`src/design/dmx_pkg.sv`:
```
// shared constants, register indexes and types for the downmix history block
package dmx_pkg;

	// field widths
	localparam int SAMPLE_W   = 16;
	localparam int NUM_CHAN   = 8;
	localparam int CH_CNT_W   = 4;
	localparam int KEEP_W     = 10;
	localparam int AGE_W      = 10;
	localparam int CFG_DATA_W = 10;
	localparam int CFG_IDX_W  = 1;

	// parameter defaults
	localparam int DEF_HISTORY_DEPTH = 1024;
	localparam int DEF_MAX_CHANNELS  = 8;

	// configuration register indexes
	localparam logic [CFG_IDX_W-1:0] REG_CHANNEL_COUNT = 1'b0;
	localparam logic [CFG_IDX_W-1:0] REG_KEEP_COUNT    = 1'b1;

	// register reset values
	localparam logic [CH_CNT_W-1:0] CHANNEL_COUNT_RST = 4'd2;
	localparam logic [KEEP_W-1:0]   KEEP_COUNT_RST    = 10'd0;

	// command codes
	localparam logic CMD_PUSH = 1'b0;
	localparam logic CMD_READ = 1'b1;

	// request from the sequencer to the history store
	typedef struct packed {
		logic                push;
		logic [SAMPLE_W-1:0] push_data;
		logic                rd;
		logic [AGE_W-1:0]    rd_age;
	} hist_req_t;

	// answer of the history store to a read
	typedef struct packed {
		logic [SAMPLE_W-1:0] value;
		logic                has_data;
		logic                filled;
	} hist_rsp_t;

endpackage

```
`src/design/dmx_div.sv`:
```
// iterative restoring divider, one quotient bit per cycle, small unsigned divisor
module dmx_div #(
	parameter int DIVIDEND_W = 19
) (
	input  logic                           clk,
	input  logic                           arst_n,
	input  logic                           start,
	input  logic [DIVIDEND_W-1:0]          dividend,
	input  logic [dmx_pkg::CH_CNT_W-1:0]   divisor,
	output logic                           done,
	output logic [DIVIDEND_W-1:0]          quotient
);

	localparam int DW    = dmx_pkg::CH_CNT_W;
	localparam int CNT_W = $clog2(DIVIDEND_W + 1);

	logic              busy_q;
	logic              done_q;
	logic [CNT_W-1:0]  cnt_q;
	logic [DW:0]       rem_q;
	logic [DW-1:0]     div_q;
	logic [DIVIDEND_W-1:0] quo_q;

	logic [DW:0] trial;
	logic        fits;

	// trial subtract of the shifted remainder
	always_comb begin
		trial = {rem_q[DW-1:0], quo_q[DIVIDEND_W-1]};
		fits  = trial >= {1'b0, div_q};
	end

	// control
	always_ff @(posedge clk or negedge arst_n) begin
		if (!arst_n) begin
			busy_q <= 1'b0;
			done_q <= 1'b0;
			cnt_q  <= '0;
		end else begin
			done_q <= 1'b0;
			if (start) begin
				busy_q <= 1'b1;
				cnt_q  <= '0;
			end else if (busy_q) begin
				if (cnt_q == CNT_W'(DIVIDEND_W - 1)) begin
					busy_q <= 1'b0;
					done_q <= 1'b1;
				end
				cnt_q <= cnt_q + 1'b1;
			end
		end
	end

	// datapath: quotient bits shift in where dividend bits shift out
	always_ff @(posedge clk) begin
		if (start) begin
			rem_q <= '0;
			div_q <= divisor;
			quo_q <= dividend;
		end else if (busy_q) begin
			rem_q <= fits ? (trial - {1'b0, div_q}) : trial;
			quo_q <= {quo_q[DIVIDEND_W-2:0], fits};
		end
	end

	assign done     = done_q;
	assign quotient = quo_q;

endmodule

```
`config.mk`:
```
export PLATFORM = sky130hd
export DESIGN_NAME = dmx_div
export DESIGN_NICKNAME = d
export VERILOG_FILES = /design/src/design/dmx_pkg.sv /design/src/design/dmx_div.sv
export SDC_FILE = /design/constraint.sdc
export NUM_CORES = 1
export LEC_CHECK = 0
export ABC_AREA = 1
export BUFFER_PORTS_ARGS = -buffer_cell sky130_fd_sc_hd__buf_2
export CAP_MARGIN = 20
export CORE_ASPECT_RATIO = 1.1
export CORE_MARGIN = 4
export CORE_UTILIZATION = 55
export DETAILED_ROUTE_END_ITERATION = 12
export PLACE_DENSITY = 0.94
export SLEW_MARGIN = 20
export SYNTH_ARGS = -nofsm -noshare
export SYNTH_HDL_FRONTEND = slang
export SYNTH_SLANG_ARGS = --single-unit
```
`constraint.sdc`:
```
create_clock -name clk -period 2.6 [get_ports clk]
set_input_delay 0.52 -clock clk [delete_from_list [all_inputs] [get_ports clk]]
set_output_delay 0.52 -clock clk [all_outputs]
set_load 0.03 [all_outputs]
```
# After elaboration in Yosys (flattened, before gate mapping)
# Index checks and enable logic that the tools add are counted.
# classes
eq_ne,1
n_reduce_logical,1
magnitude_cmp,1
muxes,11
n_addsub,2
# op_table
operator,n
19-bit 2-to-1 mux,2
5-bit 2-to-1 mux,2
1-bit 2-to-1 mux,6
5-bit by 1-bit adder with 5-bit output (second input constant),1
5-bit equality test (second input constant),1
5-bit by 4-bit greater-or-equal comparator with 1-bit output,1
4-bit 2-to-1 mux,1
4-bit subtractor,1
2-bit nonzero test,1
# word_totals
wordCells,22
output_inout_bits,20
input_bits,26
regBits,34

# Logic depth before layout (Yosys ltp)
# Gate-level depths: netlist (run 1).
# logic_depth
ltp_word,4
depth_mapped,10
ltp_nobuf,10

# Least setup slack after synthesis (run 1)
# No wires, ideal clock.
# synth_path
path_type,register to register
start,"register quo_q[18], in the netlist quotient[18]"
end,register rem_q[2]
path_buffers,0
period_less_slack_ns,1.583
path_stages_with_launch,8
required_time_ns,2.487
setup_ns,0.113
setup_slack_ns,1.017
arrival_time_ns,1.470
cell_sequence,edfxtp_1 > inv_1 > ha_1 > fa_1 > xor2_1 > nand2_1 > nand3_1 > nand2_1
# synth_via
elab_chain_cells,2
word_cells_on_any_way,3
cone_classes,add/sub (1); order compare (1); mux (1)
# synth_rtl
element,line,source
"start, declared",dmx_div.sv:22,logic [DIVIDEND_W-1:0] quo_q;
"start signal, assigned",dmx_div.sv:59,quo_q <= dividend;
"start signal, assigned",dmx_div.sv:62,"quo_q <= {quo_q[DIVIDEND_W-2:0], fits};"
4-bit subtractor or 5-bit by 4-bit greater-or-equal comparator with 1-bit output (tied branches),"dmx_div.sv:61, dmx_div.sv:30",
4-bit 2-to-1 mux *,dmx_div.sv:61,"rem_q <= fits ? (trial - {1'b0, div_q}) : trial;"
"end signal, assigned",dmx_div.sv:61,
"end, declared",dmx_div.sv:20,logic [DW:0] rem_q;
# Mark *: on every way between the ends. The rest lies on a longest branch, timed or not.
# A chain may end at the register's enable or synchronous reset.

# Worst setup path in the final report (run 1)
# layout_path
start,register busy_q
end,"register quo_q[5], in the netlist quotient[5] (enable)"
# layout_via
elab_chain_cells,1
# layout_rtl
element,line,source
"start, declared",dmx_div.sv:17,logic busy_q;
"start signal, assigned",dmx_div.sv:36,busy_q <= 1'b0;
"start signal, assigned",dmx_div.sv:42,busy_q <= 1'b1;
"start signal, assigned",dmx_div.sv:46,busy_q <= 1'b0;
2-bit nonzero test (no source line),--,
# Every way passes these cells.

==> flow_results.org, run 1 <==
** Worst hold path
- Counting instances, the worst hold path has a depth of 1.
- The worst hold path terminates at div_q[2]$_DFFE_PP_.
- Hold Crit Start :: divisor[2]
- Class of the tightest hold or removal check :: in2reg

** Global routing
- Most used routing layer in global routing :: met2
- Global routing used 24.3% of the available met1 tracks.
- Wire length of the first global-routing pass :: 5410 um
- GR met3 Demand/Resource :: 5.18%
- Across every metal layer, demand over resource in global routing totals 18.9%.
- Number of antenna violations at the first check in global routing :: 0
- Entering global routing, the biggest net connects 26 pins.
- Number of global-route vias before repair :: 1227
- Global routing consumed, on the met2 layer, 29.5% of the routing resources.
- After global routing the overflow that remains totals 0.

** Logic synthesis
- Xor/xnor cell area share of the yosys netlist :: 0.541%
- Top cells by area, synth :: sky130_fd_sc_hd__edfxtp_1 43%, sky130_fd_sc_hd__nand2_1 17%, sky130_fd_sc_hd__dfrtp_1 11%, sky130_fd_sc_hd__dfxtp_1 4.9%, sky130_fd_sc_hd__ha_1 4.6%
- Post-Synthesis Cell Area :: 0.00162 sq mm
- Distinct cell type count of the synthesized netlist :: 27
- Synthesis handed over a netlist of 167 instances.
- Summing the areas of all fa, ha and maj instances in the mapped netlist gives 5.87% of the synthesized area.
- Sequential cell area fraction in the yosys report :: 58.4%
- The synthesized netlist devotes 26.4% of its cell area to simple gates.
- Total nets after synthesis :: 200
- The average instance in the mapped netlist occupies 9.69 sq um.
- In the synthesized netlist the async set-or-reset flop fraction comes to 20.6%.
- Of the post-synthesis cell area, the part taken by muxes is 0%.
- Number of synthesis warnings :: 0
- In this run the biggest area consumer among cell types represents 42.7% of the synthesized area.
- Area fraction in compound gates after synthesis :: 3.55%
- Cell type with the highest aggregate area in the netlist :: sky130_fd_sc_hd__edfxtp_1
- Combinational family with the most area after synthesis :: simple AND/OR/NAND/NOR gates
- Dominant synthesized flop cell :: sky130_fd_sc_hd__edfxtp_1
- Counting flops and latches in the post-synthesis netlist gives 34.
- Number of synthesized flops with an enable pin :: 23

** Placement
- At the end of routability-driven placement, the weighted congestion stood at 0.807.
- Count of port buffers added during placement :: 45
- Detailed Place HPWL :: 2420 um

** Timing
- Total setup violations reported at the end of the flow :: 0
- Of the available clock period, the critical path in the final layout requires 59.1%.
- The count of pins over their slew limit is 0.
- The clock period could shrink to 1540 ps.
- Measured against its own limit, the worst slew margin works out to 51.5%.
- Fin Clk Skew :: 8.66 ps
- On the final layout, the worst hold slack is 350 ps.
- For the pin with the worst max-slew slack, the measured transition is 727 ps.
- The number of endpoints with negative hold slack in the final report was 0.
- Setup repair after global routing missed its margin :: false
- Final sum of negative setup slack :: 0 ps
- Timing-limited maximum frequency :: 651 MHz

** Clocking
- The longest clock path from root to sink contains 2 buffers.
- TritonCTS created 5 clock buffers.
- Post-CTS timing repair inserted 0 buffers for setup.
- After clock tree synthesis, the clock-pin slew on the worst setup and hold paths is 100 ps.
- The tree built by TritonCTS fans out to 34 sinks.
- At the later pin of the worst-skew pair, clock insertion delay measures 340 ps.
- TritonCTS built the clock tree.
- CTS placed an instance of sky130_fd_sc_hd__clkbuf_4 at the clock tree root.
- In this run, post-CTS repair resized a total of 0 instances.
- The clock tree synthesis step divided the H-tree into 2 levels.

** Drt
- Number of optimization iterations in the first detailed-route pass :: 6
- In the routed design, unresolved DRC markers number 0.
- Via count :: 1265
- Post-DR wirelength/cell :: 12.9 um
- The count of nets left with antenna violations once routing finished came out at 0.
- Via density :: 5.02
- The first routing iteration left 47 violations.
- Wire length reported by the detailed router :: 3250 um

** Cells and area
- Fillers :: 217
- Growth of design area from synthesis to finish :: 19.1%
- Proportion of layout cells with a drive suffix above 1 :: 28.3%
- Nets@finish :: 251
- Antenna diode count :: 0

** Power
- VDD sags by at most 512 uV.
- The clock network burns 19.3% of the power.
- The share of total power dissipated in combinational logic is 31.5%.
- Switching power total :: 0.504 mW
- The share of total power dissipated in sequential elements is 49.3%.
- For this design the ratio of total power to cell area is 741 mW/mm^2.
- Internal power :: 0.924 mW
- Static Leak :: 0.996 nW
- Switching share of total power :: 35.3%

** Die
- In this run the horizontal extent of the chip is 59.7 um.
- The total area inside the core boundary comes to 0.00280 sq mm.
- The die covers 0.00388 sq mm.
- From bottom edge to top edge, the die measures 64.9 um.
- The initialized floorplan defines 20 standard-cell rows.
- During I/O placement, the number of pins put on the boundary was 46.
- Starting utilization of the core area :: 57.8%

** Flow run
- Max-cap violations in this run came to 0.

** Critical path
- The endpoint identified for the worst register-to-register timing path is quotient[5]$_DFFE_PP_.
- Number of cells on the worst reg-to-reg path :: 3
- Critical Setup Path Class :: reg2reg
- STA classifies the critical path startpoint as a flop.
- STA puts the critical path data arrival time at 1520 ps.
- CP Data Required Time :: 2580 ps
- Along the worst path, the maximum fanout reaches 20.
- Reg-to-Reg Start :: busy_q$_DFF_PN0_
- FF-to-FF setup slack :: 1060 ps
- Type of destination of the critical path :: flop

** Status
- The flow ran to the end, and the final reports show no timing, DRC or antenna violations.
==> stage by stage <==
stage	power [mW]	cell area (sq um)	setup WS, ps	util (%)	instances
floorplan	1.05	1620	1020	-	167
global placement	1.14	1870	912	66.7	243
detailed placement	1.16	1870	859	66.7	243
CTS	1.44	1930	1050	68.8	252
global route	1.51	1930	957	68.8	252
finish	1.43	1930	1060	68.8	252
==> Yosys cell counts, types with 2 or more instances <==
cell / count
sky130_fd_sc_hd__ha_1: 6
sky130_fd_sc_hd__dfxtp_1: 4
sky130_fd_sc_hd__a21oi_1: 3
sky130_fd_sc_hd__inv_1: 13
sky130_fd_sc_hd__edfxtp_1: 23
sky130_fd_sc_hd__nand2_1: 73
sky130_fd_sc_hd__buf_6: 2
sky130_fd_sc_hd__dfrtp_1: 7
sky130_fd_sc_hd__nand3_1: 8
sky130_fd_sc_hd__o21ai_0: 3
sky130_fd_sc_hd__nor2_1: 5
sky130_fd_sc_hd__nand4_1: 3
sky130_fd_sc_hd__nand2_2: 2
sky130_fd_sc_hd__buf_2: 2
==> worst max-delay path by stage <==
stage                                      start                     end  slack [ps]  cells past startpoint
final                           busy_q$_DFF_PN0_   quotient[5]$_DFFE_PP_        1060                      3
after global routing            busy_q$_DFF_PN0_   quotient[4]$_DFFE_PP_         960                      3
after detailed placement                   start  quotient[10]$_DFFE_PP_         860                      4
after floorplan           quotient[18]$_DFFE_PP_   rem_q[2]$_SDFFE_PP0P_        1020                      7
after global placement                     start   quotient[1]$_DFFE_PP_         910                      4
after CTS                       busy_q$_DFF_PN0_   quotient[0]$_DFFE_PP_        1050                      3
==> power by group through the flow <==
stage	clock network [mW]	logic, mW	registers, mW
after floorplan	0	0.272	0.774
after global placement	0	0.431	0.714
after detailed placement	0	0.450	0.713
after CTS	0.278	0.454	0.703
after global routing	0.302	0.500	0.712
final	0.276	0.449	0.703
==> critical path, stage by stage (launching register included) <==
cell and delay, ps:
sky130_fd_sc_hd__dfrtp_1 430, sky130_fd_sc_hd__nor2_1 70, sky130_fd_sc_hd__buf_4 150, sky130_fd_sc_hd__inv_1 530
==> state kept, by name, summed over array words and instances, names as in the netlist <==
name / flops
div_q: 4
busy_q: 1
rem_q: 4
done: 1
quotient: 19
cnt_q: 5
==> cell families (layout without fill, tap and decap cells) <==
group | count (synthesis) | in the layout
AO/OA/AOI/OAI | 10 | 10
XOR/XNOR | 1 | 1
flip-flops | 34 | 34
buffers and inverters | 18 | 70
AND/OR/NAND/NOR | 97 | 97
adder cells (fa/ha/maj) | 7 | 7
==> area by class of cell <==
| type | count | area [sq um] | area share, % |
|---|---|---|---|
| multi-input cells | 115 | 588 | 30.5 |
| clock buffers | 6 | 41.3 | 2.14 |
| clock inverters | 2 | 8.76 | 0.454 |
| well taps | 33 | 41.3 | 2.14 |
| flip-flops and latches | 34 | 946 | 49.1 |
| inverters | 14 | 52.6 | 2.73 |
| repair buffers | 48 | 250 | 13.0 |
==> per-layer routing <==
metal / vias up / part of all wire (%)
met3: 7 / 7.2
met1: 566 / 42
met5: - / 0
met2: 47 / 48
met4: 0 / 2.2
li1: 645 / -
==> layout by cell type (no fill, tap or decap), drive strengths merged, types with 2 or more instances in the layout <==
master and count:
inv 14, nand4 3, ha 6, a21oi 4
dfrtp 7, clkinv 2, o21ai 4, clkbuf 6
nand3 8, buf 47, edfxtp 23, dfxtp 4
nor2 8, nand2 76
==> timing repair <==
action / 4_1_cts / 5_1_grt
setup endpoints to repair: 0 / 0
hold endpoints to repair: 7 / 0
hold buffers: 1 / 0
Note: power is estimated with default switching activity, not from simulation.
==> run 2, diff against run 1 <==
--- a/config.mk
+++ b/config.mk
@@ -10,9 +10,9 @@
 export CAP_MARGIN = 20
 export CORE_ASPECT_RATIO = 1.1
 export CORE_MARGIN = 4
-export CORE_UTILIZATION = 55
+export CORE_UTILIZATION = 51
 export DETAILED_ROUTE_END_ITERATION = 12
-export PLACE_DENSITY = 0.94
+export PLACE_DENSITY = 0.88
 export SLEW_MARGIN = 20
 export SYNTH_ARGS = -nofsm -noshare
 export SYNTH_HDL_FRONTEND = slang
==> constraint.sdc (replaced) <==
create_clock -name clk -period 1.5 [get_ports clk]
set_input_delay 0.3 -clock clk [delete_from_list [all_inputs] [get_ports clk]]
set_output_delay 0.3 -clock clk [all_outputs]
set_load 0.03 [all_outputs]
==> flow_results.org, run 2 (synthesized netlist as in run 1, its figures left out) <==
** Cells and area
- The number of fillers in the final layout is 248 (+14%).
- Flip-flop count of the largest register after layout :: 19 (unchanged)
- Antenna diode count :: 0 (unchanged)
- The number of nets in the finished design is 253 (+0.80%).
- The share of final-layout standard cells stronger than drive strength 1 is 31.2% (+2.9 points).
- Final instance area :: 0.00200 sq mm (+3.6%)
- In the layout the commonest cells are 72 x sky130_fd_sc_hd__nand2_1, 45 x sky130_fd_sc_hd__buf_2, 23 x sky130_fd_sc_hd__edfxtp_1.
- From synthesis to final layout, the design area changed by 23.4%.
- Most frequent standard cell in the layout excluding fill and tap cells :: sky130_fd_sc_hd__nand2_1

** Timing
- The minimum clock period came to 1390 ps (-147 ps).
- The headroom to the max-slew limit was 72.1% (+21 points).
- The clock skew was 9.25 ps (+0.591 ps).
- The count of pins over their slew limit came to 0 (unchanged).
- The number of endpoints with negative hold slack in the final report was 0 (unchanged).
- The highest clock rate is 720 MHz (+11%).
- Total setup violations reported at the end of the flow :: 0 (unchanged)
- Setup repair after global routing missed its margin :: false
- Final Cycle Share :: 92.6% (+34 points)
- Worst-margin pin slew :: 417 ps (-309 ps)

** Global routing
- The pin count of the biggest net entering global routing was 26 (unchanged).
- Wire length of the first global-routing pass :: 5120 um (-5.4%)
- The via count of the first global-routing pass came to 1146 (-6.6%).
- Global route total overflow :: 0 (unchanged)
- Number of antenna violations at the first check in global routing :: 0 (unchanged)
- The total global-route track usage is 17.6% (-1.3 points).

** Placement
- The number of I/O port buffers was 45 (unchanged).
- The area of placed instances is 0.00189 sq mm (+1.4%).
- Routability Congestion :: 0.851 (+5.4%)
- The placed wire-length estimate after detailed placement came to 2490 um (+3.0%).

** Critical path
- The worst setup path is captured at a flop.
- The required time reported for the critical path endpoint is 1590 ps (-990 ps).
- The largest fanout of any net on the critical path came to 19 (-5.0%).
- Critical Setup Path Class :: reg2reg
- STA classifies the critical path startpoint as a flop.
- The data arrival time of the critical path was 1480 ps (-40 ps).

** Die
- The overall die height is 67.1 um (+3.4%).
- Area of the core :: 0.00305 sq mm (+8.7%)
- Die span in x :: 61.7 um (+3.3%)
- The number of core rows is 21 (+5.0%).
- Total die area :: 0.00414 sq mm (+6.8%)
- I/O Pins :: 46 (unchanged)
- Starting utilization of the core area :: 53.1% (-4.6 points)

** Drt
- The via count came to 1296 (+2.5%).
- Via density :: 5.08 (+1.2%)
- Number of nets with antenna violations after detailed routing :: 0 (unchanged)
- The iteration count of the initial detailed-routing pass is 4 (-2).
- The final wirelength is 3260 um (+0.34%).
- The count of routing violations after the opening detailed-route iteration came to 72 (+53%).
- The routed wire length per instance came to 12.8 um (-0.84%).
- The post-route DRC violation count came to 0 (unchanged).

** Clocking
- Clock insertion delay at the later pin of the skew report :: 330 ps (about the same)
- Total number of H-tree levels :: 2 (unchanged)
- The maximum count of clock buffers along a single path was 2 (unchanged).
- Clock root buffer :: sky130_fd_sc_hd__clkbuf_4
- TritonCTS built the clock tree.
- Clock buffer count from CTS :: 5 (unchanged)
- The clock-pin slew on the worst setup and hold paths was 90 ps (about the same).
- Sink Count :: 34 (unchanged)

** Power
- Total power draw :: 2.52 mW (+76%)
- Pwr Density :: 1260 mW/mm^2 (+70%)
- Worst voltage drop across the vdd grid :: 766 uV (+50%)
- The static leakage is 1.01 nW (+0.97%).

** Worst hold path
- Class of the tightest hold or removal check :: in2reg

** Flow run
- Reported max-cap violation count :: 0 (unchanged)

** Status
- The flow ran to the end, and the final reports show no timing, DRC or antenna violations.
run 2: cell count changes in the layout (fill, tap and decap cells not counted):
cell                       change
sky130_fd_sc_hd__clkinv_2      -1
sky130_fd_sc_hd__buf_12        +1
sky130_fd_sc_hd__nand2_2       +1
sky130_fd_sc_hd__nand2_1       -1
sky130_fd_sc_hd__ha_1          -3
sky130_fd_sc_hd__inv_1         -1
sky130_fd_sc_hd__fa_2          +1
sky130_fd_sc_hd__clkbuf_1      +2
sky130_fd_sc_hd__inv_2         +1
sky130_fd_sc_hd__clkinv_1      -1
sky130_fd_sc_hd__fa_1          -1
sky130_fd_sc_hd__buf_4         +1
sky130_fd_sc_hd__ha_4          +3
run 2: worst max-delay path: stages, from the launching register on:
cell and delay [ps]:
sky130_fd_sc_hd__dfrtp_1 430, sky130_fd_sc_hd__nor2_1 370, sky130_fd_sc_hd__inv_1 160, sky130_fd_sc_hd__buf_12 190
run 2: repair_timing:
item | 4_1_cts | 5_1_grt
buffers inserted | 0 | 1
gates resized for setup | 0 | 6
hold buffers | 1 | 0
endpoints found under the setup margin | 0 | 5
endpoints found under the hold margin | 7 | 0
run 2: layout make-up:
class / instances / area, sq um / area share, %
clock buffers: 8 / 48.8 / 2.44
inverters: 14 / 52.6 / 2.63
well taps: 34 / 42.5 / 2.13
flip-flops and latches: 34 / 946 / 47.3
repair buffers: 50 / 278 / 13.9
multi-input cells: 115 / 631 / 31.6
run 2: worst paths after layout:
kind                       depth (start not counted)               endpoint                   from  slack, ps
min in group asynchronous                          2   cnt_q[3]$_DFFE_PN0P_                 arst_n        320
hold reg to reg                                    2  rem_q[3]$_SDFFE_PP0P_  rem_q[3]$_SDFFE_PP0P_        460
setup reg to reg                                   3  quotient[2]$_DFFE_PP_       busy_q$_DFF_PN0_        110
hold / removal                                     1     div_q[3]$_DFFE_PP_             divisor[3]        140
setup / recovery                                   3  quotient[2]$_DFFE_PP_       busy_q$_DFF_PN0_        110
max in group asynchronous                          2   cnt_q[1]$_DFFE_PN0P_                 arst_n       1030
run 2: where the power goes:
group	internal (mW)	switching, mW
clock	0.187	0.273
sequential	1.14	0.0926
combinational	0.325	0.505
total	1.65	0.870
run 2: metrics by stage:
| stage | setup slack (ps) | util [%] | hold WS (ps) | setup TNS [ps] | std cells |
|---|---|---|---|---|---|
| floorplan | -42.7 | - | 4.41 | -64.5 | 167 |
| global placement | 120 | 62.2 | 138 | 0 | 245 |
| detailed placement | 81.9 | 62.2 | 135 | 0 | 245 |
| CTS | 59.4 | 64.1 | 121 | 0 | 254 |
| global route | 21.4 | 65.6 | 113 | 0 | 255 |
| finish | 111 | 65.6 | 144 | 0 | 255 |
run 2: per-layer routing:
metal | GRT usage (%) | routed length (um) | vias to the layer above
met2 | 27.9 | 1610 | 54
met3 | 6.01 | 253 | 9
met1 | 21.7 | 1350 | 585
met5 | 0 | 0 | -
met4 | 7.16 | 48 | 0
li1 | - | - | 648
==> run 3, diff against run 2 <==
--- a/config.mk
+++ b/config.mk
@@ -13,6 +13,7 @@
 export CORE_UTILIZATION = 51
 export DETAILED_ROUTE_END_ITERATION = 12
 export PLACE_DENSITY = 0.88
+export SETUP_SLACK_MARGIN = 0.3
 export SLEW_MARGIN = 20
 export SYNTH_ARGS = -nofsm -noshare
 export SYNTH_HDL_FRONTEND = slang
==> flow_results.org, run 3 (synthesized netlist as in run 1, its figures left out) <==
** Status
- Status :: complete, no violations

** Drt
- Detailed-route wire length on metal 1 :: 1500 um (+11%)
- The final wirelength was 3590 um (+10%).
- The post-route DRC violation count is 0 (unchanged).
- The count of antenna-violating nets left after detailed routing was 0 (unchanged).
- The met2 layer wire length in the routed design came to 1760 um (+9.8%).
- Via count :: 1322 (+2.0%)
- First DRT Iteration DRCs :: 44 (-39%)
- Highest signal layer in the routed design :: met4
- The routed wire length per instance is 13.6 um (+6.3%).
- The routed wire length on met3 is 284 um (+12%).
- The detailed-route vias per instance was 5.01 (-1.5%).
- Number of optimization iterations in the first detailed-route pass :: 4 (unchanged)

** Clocking
- Clock insertion delay at the later pin of the skew report :: 340 ps (about the same)
- Total number of H-tree levels :: 2 (unchanged)
- The clock-pin slew on the worst setup and hold paths is 110 ps (+20 ps).
- Buffer levels on the longest clock path :: 2 (unchanged)
- Clock buffer count from CTS :: 5 (unchanged)
- The clock sink total is 34 (unchanged).
- TritonCTS built the clock tree.
- CTS placed an instance of sky130_fd_sc_hd__clkbuf_4 at the clock tree root.

** Cells and area
- The library cell used most frequently in the layout, excluding fill and tap cells, is sky130_fd_sc_hd__nand2_1.
- From synthesis to final layout, the design area changed by 37.9%.
- Nets@finish :: 262 (+3.6%)
- The final standard cell area without fillers was 0.00223 sq mm (+12%).
- Flip-flop count of the largest register after layout :: 19 (unchanged)
- Fillers :: 223 (-10%)
- Proportion of layout cells with a drive suffix above 1 :: 38.3% (+7.0 points)
- Leading cell types in the layout, fill and taps excluded :: 71 x sky130_fd_sc_hd__nand2_1, 25 x sky130_fd_sc_hd__buf_2, 23 x sky130_fd_sc_hd__edfxtp_1
- Antenna diode count :: 0 (unchanged)

** Critical path
- The required time reported for the critical path endpoint was 1720 ps (+130 ps).
- Arrival time of data at the critical path endpoint :: 1650 ps (+170 ps)
- Critical Setup Path Class :: reg2reg
- The worst setup slack for register-to-register paths came to 70 ps (-40 ps).
- Crit path launch type :: flop
- The number of cell instances on the worst register-to-register path was 7 (+4).
- Worst setup path startpoint :: quotient[18]$_DFFE_PP_
- Largest fanout of any net on the critical path :: 2 (-17)
- Reg-to-Reg Start :: quotient[18]$_DFFE_PP_
- Type of destination of the critical path :: flop
- In this run the worst setup path terminates at rem_q[2]$_SDFFE_PP0P_.
- Worst flop-to-flop path endpoint :: rem_q[2]$_SDFFE_PP0P_

** Timing
- Fin Clk Skew :: 16.7 ps (+7.45 ps)
- Fin Hold WS :: 128 ps (-15.7 ps)
- The count of pins over their slew limit is 0 (unchanged).
- Final critical-path required period :: 1430 ps (+40.7 ps)
- Total setup violations reported at the end of the flow :: 0 (unchanged)
- Timing-limited maximum frequency :: 699 MHz (-2.8%)
- The slew at the pin closest to its max-slew limit came to 389 ps (-28.4 ps).
- The portion of the clock cycle consumed by the worst path in the final layout was 95.3% (+2.7 points).
- The number of endpoints with negative hold slack in the final report was 0 (unchanged).
- The headroom to the max-slew limit was 74.0% (+2.0 points).
- Setup repair after global routing missed its margin :: true

** Global routing
- Number of antenna violations at the first check in global routing :: 0 (unchanged)
- The via count of the first global-routing pass is 1275 (+11%).
- The wire length of the first global-routing pass came to 5650 um (+10%).
- Overall global routing resource usage :: 19.0% (+1.4 points)
- Global route total overflow :: 0 (unchanged)
- Pin count of the biggest net entering global routing :: 26 (unchanged)

** Placement
- Routability Congestion :: 0.891 (+4.8%)
- Detailed Place HPWL :: 2350 um (-5.7%)
- Count of port buffers added during placement :: 45 (unchanged)
- Post-DP Area :: 0.00189 sq mm (-0.13%)

** Die
- The placeable core area is 0.00305 sq mm (unchanged).
- Total die area :: 0.00414 sq mm (unchanged)
- Std-Cell Rows :: 21 (unchanged)
- The overall die height is 67.1 um (unchanged).
- Starting utilization of the core area :: 53.1% (unchanged)
- The horizontal die dimension was 61.7 um (unchanged).
- I/O Pins :: 46 (unchanged)

** Power
- The total design power came to 2.78 mW (+10%).
- Pwr Density :: 1250 mW/mm^2 (-1.2%)
- Static Leak :: 1.10 nW (+9.4%)
- Worst voltage drop across the vdd grid :: 976 uV (+27%)

** Worst hold path
- The tightest min-delay check is of the in2reg type.

** Flow run
- Reported max-cap violation count :: 0 (unchanged)
==> run 3: cell types whose count changed in the layout (fill, tap and decap cells not counted), sizes merged <==
cell and delta:
buf +9, clkinv +2, clkbuf -2
==> run 3: final cells by class <==
| cell class | instances | area, sq um | area share, % |
|---|---|---|---|
| flip-flops and latches | 34 | 947 | 42.4 |
| multi-input cells | 115 | 681 | 30.5 |
| repair buffers | 59 | 458 | 20.5 |
| inverters | 14 | 55.1 | 2.46 |
| well taps | 34 | 42.5 | 1.90 |
| clock buffers | 6 | 41.3 | 1.85 |
| clock inverters | 2 | 8.76 | 0.392 |
==> run 3: metrics by stage <==
step | worst slack, ps | TNS (ps) | util, % | instances
5_1_grt | 5.63 | 0 | 73.3 | 264
6_report | 70.0 | 0 | 73.3 | 264
3_5_place_dp | 67.1 | 0 | 62.1 | 244
3_3_place_gp | 132 | 0 | 62.1 | 244
4_1_cts | 74.3 | 0 | 71.1 | 258
2_1_floorplan | -19.0 | -19.0 | - | 167
==> run 3: critical path, cell delays in order (launching register included) <==
cell                       delay (ps)
sky130_fd_sc_hd__edfxtp_1         390
sky130_fd_sc_hd__inv_2             60
sky130_fd_sc_hd__ha_4             160
sky130_fd_sc_hd__fa_2             330
sky130_fd_sc_hd__xor2_1           170
sky130_fd_sc_hd__nand2_1           70
sky130_fd_sc_hd__nand3_1           70
sky130_fd_sc_hd__nand2_1           60
==> run 3: power breakdown <==
group | leakage [nW] | internal, mW | switching (mW)
clock network | 0.0297 | 0.176 | 0.301
registers | 0.371 | 1.14 | 0.112
logic | 0.700 | 0.487 | 0.565
total | 1.10 | 1.80 | 0.977
==> run 3: worst min-delay path by stage <==
| stage | startpoint | to | slack [ps] | cells after the start |
|---|---|---|---|---|
| detailed placement | arst_n | done$_DFF_PN0_ | 140 | 1 |
| global route | divisor[0] | div_q[0]$_DFFE_PP_ | 100 | 1 |
| CTS | divisor[0] | div_q[0]$_DFFE_PP_ | 120 | 1 |
| finish | divisor[1] | div_q[1]$_DFFE_PP_ | 130 | 1 |
| floorplan | arst_n | busy_q$_DFF_PN0_ | 4 | 0 |
| global placement | arst_n | done$_DFF_PN0_ | 140 | 1 |
==> run 3: what timing repair did <==
item,CTS,global route
hold buffers,1,0
setup endpoints to repair,24,47
pin swaps,5,2
setup buffers,5,6
resized for setup,47,9
hold endpoints to repair,7,0
==> run 3: routing by layer <==
metal / up-vias / track usage (%)
li1: 667 / -
met1: 608 / 23.1
met2: 43 / 30.9
met3: 4 / 7.75
met4: 0 / 4.77
met5: - / 0
